## src/rtl/core/akf_pkg.sv

```systemverilog
// Shared constants, command types and saturation helpers for the angle Kalman filter.
package akf_pkg;

    localparam int NUM_AXES = 2;
    localparam int AXIS_W   = 1;

    localparam logic [23:0] DEFAULT_DT = 24'd167772;
    localparam logic [30:0] GAIN_MAX   = 31'h7FFF_FFFF;

    localparam logic [31:0] QA_RESET = 32'd4294967;
    localparam logic [31:0] QB_RESET = 32'd12884902;
    localparam logic [31:0] RM_RESET = 32'd128849019;

    // register indexes
    localparam logic [1:0] CFG_QA = 2'd0;
    localparam logic [1:0] CFG_QB = 2'd1;
    localparam logic [1:0] CFG_RM = 2'd2;

    // multiply selections
    localparam logic [3:0] MS_DT_RATE  = 4'd0;
    localparam logic [3:0] MS_DT_C11   = 4'd1;
    localparam logic [3:0] MS_DT_INNER = 4'd2;
    localparam logic [3:0] MS_PNB_DT   = 4'd3;
    localparam logic [3:0] MS_K0_Y     = 4'd4;
    localparam logic [3:0] MS_K1_Y     = 4'd5;
    localparam logic [3:0] MS_K0_P00   = 4'd6;
    localparam logic [3:0] MS_K0_P01   = 4'd7;
    localparam logic [3:0] MS_K1_P00   = 4'd8;
    localparam logic [3:0] MS_K1_P01   = 4'd9;

    // datapath operations
    localparam logic [4:0] OP_NONE  = 5'd0;
    localparam logic [4:0] OP_RATE  = 5'd1;
    localparam logic [4:0] OP_MLOAD = 5'd2;
    localparam logic [4:0] OP_MLO   = 5'd3;
    localparam logic [4:0] OP_MHI   = 5'd4;
    localparam logic [4:0] OP_MRND  = 5'd5;
    localparam logic [4:0] OP_MWB   = 5'd6;
    localparam logic [4:0] OP_I1    = 5'd7;
    localparam logic [4:0] OP_I2    = 5'd8;
    localparam logic [4:0] OP_I3    = 5'd9;
    localparam logic [4:0] OP_CX    = 5'd10;
    localparam logic [4:0] OP_S     = 5'd11;
    localparam logic [4:0] OP_DINIT = 5'd12;
    localparam logic [4:0] OP_DSTEP = 5'd13;
    localparam logic [4:0] OP_DFIN  = 5'd14;
    localparam logic [4:0] OP_P     = 5'd15;
    localparam logic [4:0] OP_STORE = 5'd16;

    localparam logic [4:0] DIV_STEPS_LAST = 5'd30;

    typedef struct packed {
        logic       accept;
        logic [4:0] op;
        logic [3:0] msel;
    } cmd_t;

    typedef struct packed {
        logic div_last;
        logic axis_ok;
    } stat_t;

    function automatic logic signed [31:0] sat32(input logic signed [49:0] v);
        logic signed [49:0] hi;
        logic signed [49:0] lo;
        hi = 50'sh7FFF_FFFF;
        lo = ~hi;
        if (v > hi)
            sat32 = 32'sh7FFF_FFFF;
        else if (v < lo)
            sat32 = 32'sh8000_0000;
        else
            sat32 = v[31:0];
    endfunction

    function automatic logic signed [47:0] sat48(input logic signed [49:0] v);
        logic signed [49:0] hi;
        logic signed [49:0] lo;
        hi = 50'sh7FFF_FFFF_FFFF;
        lo = ~hi;
        if (v > hi)
            sat48 = 48'sh7FFF_FFFF_FFFF;
        else if (v < lo)
            sat48 = 48'sh8000_0000_0000;
        else
            sat48 = v[47:0];
    endfunction

endpackage

```

## src/rtl/core/akf_ctrl.sv

```systemverilog
// Sequencer for the angle Kalman filter: steps the datapath through one update.
module akf_ctrl
(
    input  logic           clk,
    input  logic           rst_n,
    input  logic           in_valid,
    output logic           in_ready,
    output logic           out_valid,
    input  logic           out_ready,
    input  akf_pkg::stat_t stat,
    output akf_pkg::cmd_t  cmd
);

    localparam logic [4:0] ST_IDLE  = 5'd0;
    localparam logic [4:0] ST_RATE  = 5'd1;
    localparam logic [4:0] ST_MLOAD = 5'd2;
    localparam logic [4:0] ST_MLO   = 5'd3;
    localparam logic [4:0] ST_MHI   = 5'd4;
    localparam logic [4:0] ST_MRND  = 5'd5;
    localparam logic [4:0] ST_MWB   = 5'd6;
    localparam logic [4:0] ST_I1    = 5'd7;
    localparam logic [4:0] ST_I2    = 5'd8;
    localparam logic [4:0] ST_I3    = 5'd9;
    localparam logic [4:0] ST_CX    = 5'd10;
    localparam logic [4:0] ST_S     = 5'd11;
    localparam logic [4:0] ST_DINIT = 5'd12;
    localparam logic [4:0] ST_DSTEP = 5'd13;
    localparam logic [4:0] ST_DFIN  = 5'd14;
    localparam logic [4:0] ST_P     = 5'd15;
    localparam logic [4:0] ST_STORE = 5'd16;

    logic [4:0] state_reg, state_next;
    logic [3:0] msel_reg, msel_next;
    logic       ovalid_reg, ovalid_next;
    logic       go;

    assign in_ready  = (state_reg == ST_IDLE);
    assign out_valid = ovalid_reg;
    assign go        = !ovalid_reg || out_ready;

    always_comb
    begin
        state_next = state_reg;
        msel_next  = msel_reg;
        cmd.accept = 1'b0;
        cmd.op     = akf_pkg::OP_NONE;
        cmd.msel   = msel_reg;
        unique case (state_reg)
            ST_IDLE:
            begin
                cmd.accept = in_valid;
                if (in_valid && stat.axis_ok)
                    state_next = ST_RATE;
            end
            ST_RATE:
            begin
                cmd.op     = akf_pkg::OP_RATE;
                msel_next  = akf_pkg::MS_DT_RATE;
                state_next = ST_MLOAD;
            end
            ST_MLOAD:
            begin
                cmd.op     = akf_pkg::OP_MLOAD;
                state_next = ST_MLO;
            end
            ST_MLO:
            begin
                cmd.op     = akf_pkg::OP_MLO;
                state_next = ST_MHI;
            end
            ST_MHI:
            begin
                cmd.op     = akf_pkg::OP_MHI;
                state_next = ST_MRND;
            end
            ST_MRND:
            begin
                cmd.op     = akf_pkg::OP_MRND;
                state_next = ST_MWB;
            end
            ST_MWB:
            begin
                cmd.op = akf_pkg::OP_MWB;
                unique case (msel_reg)
                    akf_pkg::MS_DT_RATE:
                    begin
                        msel_next  = akf_pkg::MS_DT_C11;
                        state_next = ST_MLOAD;
                    end
                    akf_pkg::MS_DT_C11:   state_next = ST_I1;
                    akf_pkg::MS_DT_INNER: state_next = ST_CX;
                    akf_pkg::MS_PNB_DT:   state_next = ST_S;
                    akf_pkg::MS_K0_Y:
                    begin
                        msel_next  = akf_pkg::MS_K1_Y;
                        state_next = ST_MLOAD;
                    end
                    akf_pkg::MS_K1_Y:     state_next = ST_P;
                    akf_pkg::MS_K0_P00:
                    begin
                        msel_next  = akf_pkg::MS_K0_P01;
                        state_next = ST_MLOAD;
                    end
                    akf_pkg::MS_K0_P01:
                    begin
                        msel_next  = akf_pkg::MS_K1_P00;
                        state_next = ST_MLOAD;
                    end
                    akf_pkg::MS_K1_P00:
                    begin
                        msel_next  = akf_pkg::MS_K1_P01;
                        state_next = ST_MLOAD;
                    end
                    default:              state_next = ST_STORE;
                endcase
            end
            ST_I1:
            begin
                cmd.op     = akf_pkg::OP_I1;
                state_next = ST_I2;
            end
            ST_I2:
            begin
                cmd.op     = akf_pkg::OP_I2;
                state_next = ST_I3;
            end
            ST_I3:
            begin
                cmd.op     = akf_pkg::OP_I3;
                msel_next  = akf_pkg::MS_DT_INNER;
                state_next = ST_MLOAD;
            end
            ST_CX:
            begin
                cmd.op     = akf_pkg::OP_CX;
                msel_next  = akf_pkg::MS_PNB_DT;
                state_next = ST_MLOAD;
            end
            ST_S:
            begin
                cmd.op     = akf_pkg::OP_S;
                state_next = ST_DINIT;
            end
            ST_DINIT:
            begin
                cmd.op     = akf_pkg::OP_DINIT;
                state_next = ST_DSTEP;
            end
            ST_DSTEP:
            begin
                cmd.op = akf_pkg::OP_DSTEP;
                if (stat.div_last)
                    state_next = ST_DFIN;
            end
            ST_DFIN:
            begin
                cmd.op     = akf_pkg::OP_DFIN;
                msel_next  = akf_pkg::MS_K0_Y;
                state_next = ST_MLOAD;
            end
            ST_P:
            begin
                cmd.op     = akf_pkg::OP_P;
                msel_next  = akf_pkg::MS_K0_P00;
                state_next = ST_MLOAD;
            end
            ST_STORE:
            begin
                if (go)
                begin
                    cmd.op     = akf_pkg::OP_STORE;
                    state_next = ST_IDLE;
                end
            end
            default: state_next = ST_IDLE;
        endcase
    end

    always_comb
    begin
        if (cmd.op == akf_pkg::OP_STORE)
            ovalid_next = 1'b1;
        else if (out_ready)
            ovalid_next = 1'b0;
        else
            ovalid_next = ovalid_reg;
    end

    always_ff @(posedge clk or negedge rst_n)
    begin
        if (!rst_n)
        begin
            state_reg  <= ST_IDLE;
            msel_reg   <= akf_pkg::MS_DT_RATE;
            ovalid_reg <= 1'b0;
        end
        else
        begin
            state_reg  <= state_next;
            msel_reg   <= msel_next;
            ovalid_reg <= ovalid_next;
        end
    end

    a_store_sets_valid: assert property (@(posedge clk) disable iff (!rst_n)
        (cmd.op == akf_pkg::OP_STORE) |=> ovalid_reg)
        else $error("result not presented after store");

    a_div_holds: assert property (@(posedge clk) disable iff (!rst_n)
        (state_reg == ST_DSTEP && !stat.div_last) |=> (state_reg == ST_DSTEP))
        else $error("division left early");

    a_accept_starts: assert property (@(posedge clk) disable iff (!rst_n)
        (cmd.accept && stat.axis_ok) |=> (state_reg == ST_RATE))
        else $error("accepted beat did not start an update");

    a_store_waits: assert property (@(posedge clk) disable iff (!rst_n)
        (state_reg == ST_STORE && ovalid_reg && !out_ready) |=> (state_reg == ST_STORE))
        else $error("result overwritten before it was taken");

endmodule

```

## config.mk

```make
export PLATFORM = sky130hd
export DESIGN_NAME = akf_ctrl
export DESIGN_NICKNAME = d
export VERILOG_FILES = /design/src/rtl/core/akf_pkg.sv /design/src/rtl/core/akf_ctrl.sv
export SDC_FILE = /design/constraint.sdc
export NUM_CORES = 1
export LEC_CHECK = 0
export BUFFER_PORTS_ARGS = -buffer_cell sky130_fd_sc_hd__buf_2
export CAP_MARGIN = 20
export CORE_MARGIN = 3
export CORE_UTILIZATION = 30
export CTS_CLUSTER_DIAMETER = 50
export CTS_CLUSTER_SIZE = 10
export DETAILED_ROUTE_END_ITERATION = 8
export PLACE_DENSITY_LB_ADDON = 0.25
export SLEW_MARGIN = 10
export SYNTH_ARGS = -nofsm -noshare
export SYNTH_HDL_FRONTEND = slang
export SYNTH_SLANG_ARGS = --single-unit
```

## constraint.sdc

```tcl
create_clock -name clk -period 1.9 [get_ports clk]
set_input_delay 0.285 -clock clk [delete_from_list [all_inputs] [get_ports clk]]
set_output_delay 0.285 -clock clk [all_outputs]
set_load 0.02 [all_outputs]
```

After elaboration in Yosys (flattened, before gate mapping)
Index checks and enable logic that the tools add are counted.
- register bits: 10
- bits in latches: 0
- bits in writable memories: 0
- memory bits (read-only): 0
- input bits: 6
- output and inout port bits: 12
- logic and storage cells: 55
- memories: 0
- add/subtract/negate cells: 0
- $mul: 0
- div/mod/pow operators: 0
- magnitude comparators: 0
- equality and inequality tests: 29
- shift-type cells: 0
- multiplexer cells: 12
- bitwise logic cells: 0
- reductions and logical operators: 11
- operator list (kind ; count):
    $pmux W5 S16 ; 1
    $pmux W5 S13 ; 1
    $eq A5 B4 Y1 const B ; 8
    $pmux W5 S5 ; 1
    $pmux W4 S6 ; 1
    $eq A5 B3 Y1 const B ; 4
    $mux W5 ; 4
    $pmux W4 S5 ; 1
    $eq A4 B3 Y1 const B ; 4
    $eq A5 B2 Y1 const B ; 2
    $eq A5 B5 Y1 const B ; 2
    $reduce_or A5 Y1 ; 2
    $eq A4 B2 Y1 const B ; 2
    $ne A6 B6 Y1 const B ; 1
    $reduce_bool A6 Y1 ; 1
    $eq A5 B1 Y1 const B ; 1
    $logic_not A5 Y1 ; 1
    $eq A4 B1 Y1 const B ; 1
    $eq A4 B4 Y1 const B ; 1
    $logic_not A4 Y1 ; 1
    $ne A2 B2 Y1 const B ; 2
    $mux W1 ; 3
    $reduce_and A3 Y1 ; 1
    $ne A2 B1 Y1 const B ; 1
    other kinds (5) ; 5

Depth between registers and ports, before layout
Gate-level depths: netlist of run 1.
- depth after elaboration: 6
- gate-level depth with buffers: 5

Least setup slack after synthesis of run 1
No wires, ideal clock.
- kind: register to register
- start point: register msel_reg[2]
- end point: register msel_reg[0]
- arrival time: 1.571 ns
- required time: 1.775 ns
- slack: 0.204 ns
- cell stages (with the launch flop): 6
- clock period less this slack: 1.696 ns
- cells stage by stage: dfrtp_1 buf_6 mux2i_1 nand2_1 a2111o_1 mux2_4
- cells in the longest elaborated chain, start to end: 3
- ends and longest elaborated chain (element ; RTL line ; text):
    start: declaration ; akf_ctrl.sv:33 ; logic [3:0] msel_reg, msel_next;
    start signal: assignment ; akf_ctrl.sv:194 ; msel_reg <= akf_pkg::MS_DT_RATE;
    start signal: assignment ; akf_ctrl.sv:200 ; msel_reg <= msel_next;
    $eq A4 B4 Y1, or another cell as far along ; akf_ctrl.sv:84 ; unique case (msel_reg)
    $pmux W4 S5 or $ne A6 B6 Y1 (tied branches) ; - ;
    $pmux W4 S6 or $reduce_and A2 Y1 (tied branches) ; - ;
Parallel ways exist; a longest one is shown, timed or not.
A chain may end at the register's enable or synchronous reset.

==> summary.md, run 1 <==
| Metric | Value |
|---|---|
| Cell with the most instances after synthesis | `dfrtp_1` |
| Clock tree buffer depth | `2` |
| FP Rows | `17` |
| DRC marker count from the first detailed-route iteration | `19` |
| DP HPWL | `1.43 mm` |
| Main combinational cell family by area after synthesis | `simple AND/OR/NAND/NOR gates` |
| Worst setup margin | `0.205 ns` |
| Crit path arrival time | `1.41 ns` |
| Die area | `0.00314 sq mm` |
| Core ar. | `0.00230 sq mm` |
| # fillers | `252` |
| Vias in the first global route | `712` |
| Most frequent cells after synthesis | `10 x dfrtp_1, 6 x nor2_1, 6 x nor2b_1, 6 x o21ai_0, 5 x nand2_1` |
| Multi-input combinational cell area | `450 sq um` |
| Clock Latency Late Sink | `0.27 ns` |
| Simple logic cell fraction of the synthesized area | `30.0%` |
| TritonCTS clock tree | `built` |
| Hold WC Path Type | `in2reg` |
| ANT nets after route | `0` |
| Post-Synth XOR/XNOR Area | `2.33%` |
| Sequential area share after synthesis | `33.3%` |
| Max Cap Viol | `0` |
| Clock Skew | `0.00257 ns` |
| Largest cells by area after synthesis | `dfrtp_1 33%, nor2b_1 5.0%, mux2i_1 4.0%` |
| Place WS | `0.143 ns` |
| Buf/Inv on CP | `1` |
| Largest stage delay on the critical path | `0.51 ns` |
| Tcrit/Tclk final | `89.2%` |
| Least-Margin Pin Slew | `0.348 ns` |
| Mux contribution to synthesized area | `5.99%` |
| Compound-cell area share of the yosys netlist | `20.1%` |
| #FFs+latches synth | `10` |
| Die Wd | `56.1 um` |
| Post-synth top area cell | `dfrtp_1` |
| Post-layout min period | `1.69 ns` |
| Hold Fails Final Rpt | `0` |
| EDFF count, synth | `0` |
| Post-route DRC | `0` |
| Status | `finished, final reports clean` |
| Via count | `719` |
| Final Cell Area | `926 sq um` |
| Top_reg_cell synth | `dfrtp_1` |
| First-pass GRT wire length | `3.15 mm` |
| Syn Nets | `94` |
| Final-report max-slew violation count | `0` |
| Vias per cell | `5.25` |
| Htree depth | `1` |
| Crit path cell chain | `nor3_4 -> nand3b_1 -> nor2_1 -> buf_2` |
| Crit-path leading delay family | `flip-flops` |
| P&R area growth vs syn | `23.1%` |
| Setup violators final | `0` |
| Cells after Synth | `88` |
| Sink Count | `10` |
| Final RePlAce weighted congestion | `0.777` |
| Initial antenna violation count | `0` |
| Root buf cell | `clkbuf_4` |
| Leak | `0.000475 uW` |
| Tot GR Track Use | `12.7%` |
| Kind of start point of the critical path | `flip-flop` |
| WS Path Type | `reg2out` |
| Clock-pin slew on the worst setup and hold paths | `0.06 ns` |
| Initial Util | `32.7%` |
| PD cells | `1390 mW/mm^2` |
| Total power | `1290 uW` |
| RSZ-0062 raised after global routing | `no` |
| Synth Cell Area | `752 sq um` |
| Pin count of the biggest net entering global routing | `14` |
| Post-Synth Adder-Cell Area | `0%` |
| Max Fclk | `590 MHz` |
| Iteration count of the initial detailed-routing pass | `4` |
| Share of post-route cells with drive strength above 1 | `29.4%` |
| Mapped Avg Cell Area | `8.55 sq um` |
| GRT overflow | `0` |
| Top cell type's share of synthesized area | `33.3%` |
| Worst slew margin | `76.6%` |
| Worst-path fanout max | `13` |
| Warning count from the yosys run | `0` |
| Max VDD drop | `0.522 mV` |
| Worst path slowest cell | `dfrtp_2` |
| Area after DPL | `881 sq um` |
| Routed wire per std cell | `13.7 um` |
| Setup bufs post-CTS | `0` |
| Synth unique cells | `34` |
| Setup TNS | `0 ns` |
| Final Net Count | `117` |
| Ant diodes | `0` |
| IO Port Bufs | `17` |
| Core Util, Final | `40.3%` |
| CP Capture Type | `output port` |
| IO Count | `18` |
| Max reg flops | `5` |
| Die H | `56.1 um` |
| Async set or reset register ratio after synthesis | `100%` |
| Final WL | `1.88 mm` |
| CTS Buf Count | `3` |
| Worst EP required | `1.62 ns` |
| Register area | `251 sq um` |
## power breakdown
group,total [uW],switching (uW),leakage (uW),internal [uW]
combinational,750,418,0.000329,332
clock,145,72.1,0.0000138,73.3
sequential,395,125,0.000132,270
total,1290,615,0.000475,675
## cell usage in the layout (no fill, tap or decap), drive strengths merged
cell | Yosys | routed
buf | 6 | 25
dfrtp | 10 | 10
nor2b | 7 | 7
nor2 | 6 | 6
o21ai | 6 | 6
nand2 | 5 | 5
nand2b | 4 | 4
nand3 | 4 | 4
inv | 3 | 3
and3 | 3 | 3
nand4b | 3 | 3
a31oi | 3 | 3
mux2i | 3 | 3
clkbuf | 2 | 3
nor3 | 3 | 3
nand3b | 2 | 2
o22ai | 2 | 2
o31ai | 2 | 2
a21o | 2 | 2
and2 | 1 | 1
nand4 | 1 | 1
a2bb2oi | 1 | 1
a21oi | 1 | 1
xor2 | 1 | 1
o311a | 1 | 1
a211oi | 1 | 1
a2111o | 1 | 1
o32ai | 1 | 1
xnor2 | 1 | 1
o2bb2ai | 1 | 1
mux2 | 1 | 1
dlygate4sd3 | 0 | 1
## what timing repair did
action                                 4_1_cts  5_1_grt
hold buffers                                 1        0
endpoints found under the hold margin       10        0
setup endpoints to repair                    2        1
gates resized for setup                      1        2
## worst paths after layout
| check | from | end | slack, ns | cells past startpoint |
|---|---|---|---|---|
| max in group asynchronous | rst_n | state_reg[0] | 1.27 | 2 |
| worst max-delay path | state_reg[0] | cmd[8] | 0.21 | 4 |
| worst min register to register | msel_reg[0] | state_reg[2] | 0.62 | 2 |
| worst max register to register | state_reg[2] | msel_reg[0] | 0.22 | 4 |
| min in group asynchronous | rst_n | state_reg[4] | 0.41 | 2 |
| worst min-delay path | out_ready | out_valid | 0.31 | 3 |
## cell families (layout without fill, tap and decap cells)
family,Yosys count,in the layout
simple gates,39,39
compound gates,22,22
xor+xnor,2,2
flops,10,10
mux,4,4
buf+inv,11,32
## layer usage
metal	share of wire, %	GRT usage [%]
met2	47	21.0
met1	47	15.5
met5	0	0
met3	3.8	1.39
met4	3.0	8.14
## tightest hold or removal path, stage by stage
cell and delay [ns]:
buf_2 0.07, nor2b_1 0.05, nand2b_1 0.13
## area by class of cell
type	instances	area share, %
timing repair buffer	26	16.8
clock buffer	3	2.43
sequential	10	27.2
inverter	3	1.22
tap	28	3.78
multi-input combinational	67	48.6
## per-stage QoR
| step | cells | hold WS, ns |
|---|---|---|
| 2_1_floorplan | 88 | -0.0106 |
| 3_3_place_gp | 133 | 0.161 |
| 3_5_place_dp | 133 | 0.160 |
| 4_1_cts | 137 | 0.311 |
| 5_1_grt | 137 | 0.315 |
| 6_report | 137 | 0.314 |
(Power assumes the default switching activity.)
==> run 2: changes to the inputs <==
ABC_CLOCK_PERIOD_IN_PS = 1900   (was not set)
RECOVER_POWER = 50   (was not set)
==> run 2 against run 1 <==
  * Final area is 1.1% lower
  * First-iteration DRC count is 21% higher
  * Critical path type unchanged
  * Critical endpoint is now cmd[9]
  * Combinational power is 0.9% lower
  * Largest cell class unchanged
  * Sequential share of layout area is 0.30 points higher
  * Cell count stayed put
  * Largest power group unchanged
  * Register-to-register slack hardly changed
  * Clock-buffer cell count stayed put
  * Total power is 0.69% lower
  * Die area stayed put
==> summary.md, run 2 (synthesis gave the netlist of run 1 again) <==
| Metric | Value |
|---|---|
| Tcrit/Tclk final | `91.7% (+2.5 points)` |
| GR peak layer | `met2` |
| CP Capture Type | `output port` |
| Max VDD drop | `0.520 mV (-0.39%)` |
| Commonest non-fill, non-tap cells in the layout | `12 x buf_2, 9 x dfrtp_1, 7 x buf_4` |
| Setup bufs post-CTS | `0 (unchanged)` |
| Root buf cell | `clkbuf_4` |
| Max Cap Viol | `0 (unchanged)` |
| Power share of the clock group | `11.2% (about the same)` |
| RR Endpoint | `msel_reg[0]` |
| Clock tree buffer depth | `2 (unchanged)` |
| Clock Skew | `0.00256 ns (-0.00000846 ns)` |
| P&R area growth vs syn | `21.8%` |
| IO Count | `18 (unchanged)` |
| Post-route DRC | `0 (unchanged)` |
| Met3 Usage GRT | `1.39% (unchanged)` |
| Ant diodes | `0 (unchanged)` |
| Sw Ratio | `47.8% (+0.19 points)` |
| Die Wd | `56.1 um (unchanged)` |
| IO Port Bufs | `17 (unchanged)` |
| Comb power frac | `57.9% (-0.2 points)` |
| CTS Buf Count | `3 (unchanged)` |
| Post-layout min period | `1.74 ns (+0.0476 ns)` |
| Final Net Count | `117 (unchanged)` |
| Setup TNS | `0 ns (unchanged)` |
| GRT overflow | `0 (unchanged)` |
| Clock Latency Late Sink | `0.27 ns (about the same)` |
| # fillers | `248 (-1.6%)` |
| DP HPWL | `1.43 mm (unchanged)` |
| Largest stage delay on the critical path | `0.49 ns (-0.02 ns)` |
| ANT nets after route | `0 (unchanged)` |
| Worst EP required | `1.62 ns (about the same)` |
| Hold Fails Final Rpt | `0 (unchanged)` |
| Worst path slowest cell | `dfrtp_1` |
| Critical Path Sink | `cmd[9]` |
| Register share of total power | `30.8% (+0.2 points)` |
| Crit. Startpoint | `state_reg[3]` |
| DRC marker count from the first detailed-route iteration | `23 (+4)` |
| Crit path arrival time | `1.46 ns (+0.05 ns)` |
| Worst R2R Setup Slack | `0.22 ns (about the same)` |
| Tot GR Track Use | `12.7% (unchanged)` |
| Global routing usage on met1 | `15.5% (unchanged)` |
| FP Rows | `17 (unchanged)` |
| Max reg flops | `5 (unchanged)` |
| Crit-path leading delay family | `flip-flops` |
| Kind of start point of the critical path | `flip-flop` |
| Final Cell Area | `916 sq um (-1.1%)` |
| Worst-path fanout max | `10 (-3)` |
| Vias in the first global route | `712 (unchanged)` |
| Initial antenna violation count | `0 (unchanged)` |
| Area after DPL | `881 sq um (unchanged)` |
| Core ar. | `0.00230 sq mm (unchanged)` |
| Status | `finished, final reports clean` |
| Routed wire per std cell | `13.8 um (about the same)` |
| Crit path cell chain | `nor2_1 -> clkbuf_1 -> and3_1 -> buf_2` |
| WS Path Type | `reg2out` |
| Iteration count of the initial detailed-routing pass | `4 (unchanged)` |
| Least-Margin Pin Slew | `0.593 ns (+0.244 ns)` |
| Share of post-route cells with drive strength above 1 | `23.9% (-5.5 points)` |
| Worst slew margin | `60.5% (-16 points)` |
| P_int | `668 uW (-1.0%)` |
| Leak | `0.000452 uW (-4.8%)` |
| Worst r2r src | `state_reg[2]` |
| Initial Util | `32.7% (unchanged)` |
| Die area | `0.00314 sq mm (unchanged)` |
| TritonCTS clock tree | `built` |
| First-pass GRT wire length | `3.15 mm (unchanged)` |
| Final-report max-slew violation count | `0 (unchanged)` |
| RSZ-0062 raised after global routing | `no` |
| Sw Pwr | `613 uW (-0.30%)` |
| PD cells | `1400 mW/mm^2 (+0.39%)` |
| Clock-pin slew on the worst setup and hold paths | `0.06 ns (about the same)` |
| Reg2Reg Depth | `4 (unchanged)` |
| Final WL | `1.88 mm (about the same)` |
| Hold WC Path Type | `in2reg` |
| Via count | `717 (-0.28%)` |
| Die H | `56.1 um (unchanged)` |
| Vias per cell | `5.23 (-0.28%)` |
| Final RePlAce weighted congestion | `0.777 (unchanged)` |
| GR Util met2 | `21.0% (unchanged)` |
| Htree depth | `1 (unchanged)` |
| Max Fclk | `574 MHz (-2.7%)` |
| Commonest non-fill, non-tap cell in the layout | `buf_2` |
| CP Depth | `4 (unchanged)` |
| Sink Count | `10 (unchanged)` |
| Setup violators final | `0 (unchanged)` |
| Buf/Inv on CP | `2 (+1)` |
| Pin count of the biggest net entering global routing | `14 (unchanged)` |
==> run 2: through the flow <==
stage	instances	power [uW]	setup slack, ns	hold slack [ns]	util (%)
3_5_place_dp	133	1120	0.143	0.160	38.3
5_1_grt	137	1390	0.0666	0.315	39.9
2_1_floorplan	88	933	0.204	-0.0106	-
6_report	137	1280	0.158	0.316	39.9
4_1_cts	137	1280	0.0722	0.311	40.0
3_3_place_gp	133	1110	0.233	0.161	38.3
==> run 2: power by group through the flow <==
| stage | sequential [uW] | clock, uW | combinational [uW] |
|---|---|---|---|
| 5_1_grt | 410 | 158 | 823 |
| 6_report | 395 | 144 | 743 |
| 2_1_floorplan | 339 | 0 | 594 |
| 3_5_place_dp | 380 | 0 | 740 |
| 4_1_cts | 379 | 151 | 746 |
| 3_3_place_gp | 374 | 0 | 731 |
==> run 2: worst reg2reg max path, stage by stage, from the launching register on <==
cell	delay [ns]
dfrtp_1	0.46
nand2b_1	0.20
a211oi_1	0.37
a2111o_1	0.23
mux2_4	0.30
==> run 2: how the worst min path moves through the flow <==
stage	start	end	cells past startpoint
floorplan	rst_n	msel_reg[0]	0
global placement	rst_n	msel_reg[2]	1
detailed placement	rst_n	msel_reg[2]	1
CTS	out_ready	out_valid	3
global route	out_ready	out_valid	3
finish	out_ready	out_valid	3
==> run 2: repair_timing <==
action | in CTS | in global routing
endpoints found under the setup margin | 2 | 1
endpoints found under the hold margin | 10 | 0
hold buffers | 1 | 0
gates resized for setup | 1 | 2
==> run 2: routing by layer <==
metal  part of all wire, %  wire (um)  vias to the layer above
li1                      -          -                      363
met1                    46        866                      331
met2                    47        881                       19
met3                   4.8         91                        4
met4                   2.3         44                        0
met5                     0          0                        -
==> run 2: area by class of cell <==
cell class,count,area [sq um],area share [%]
inverters,3,11.3,1.23
multi-input cells,67,450,49.2
clock buffers,3,22.5,2.46
well taps,28,35.0,3.83
flip-flops and latches,10,251,27.5
repair buffers,26,145,15.8
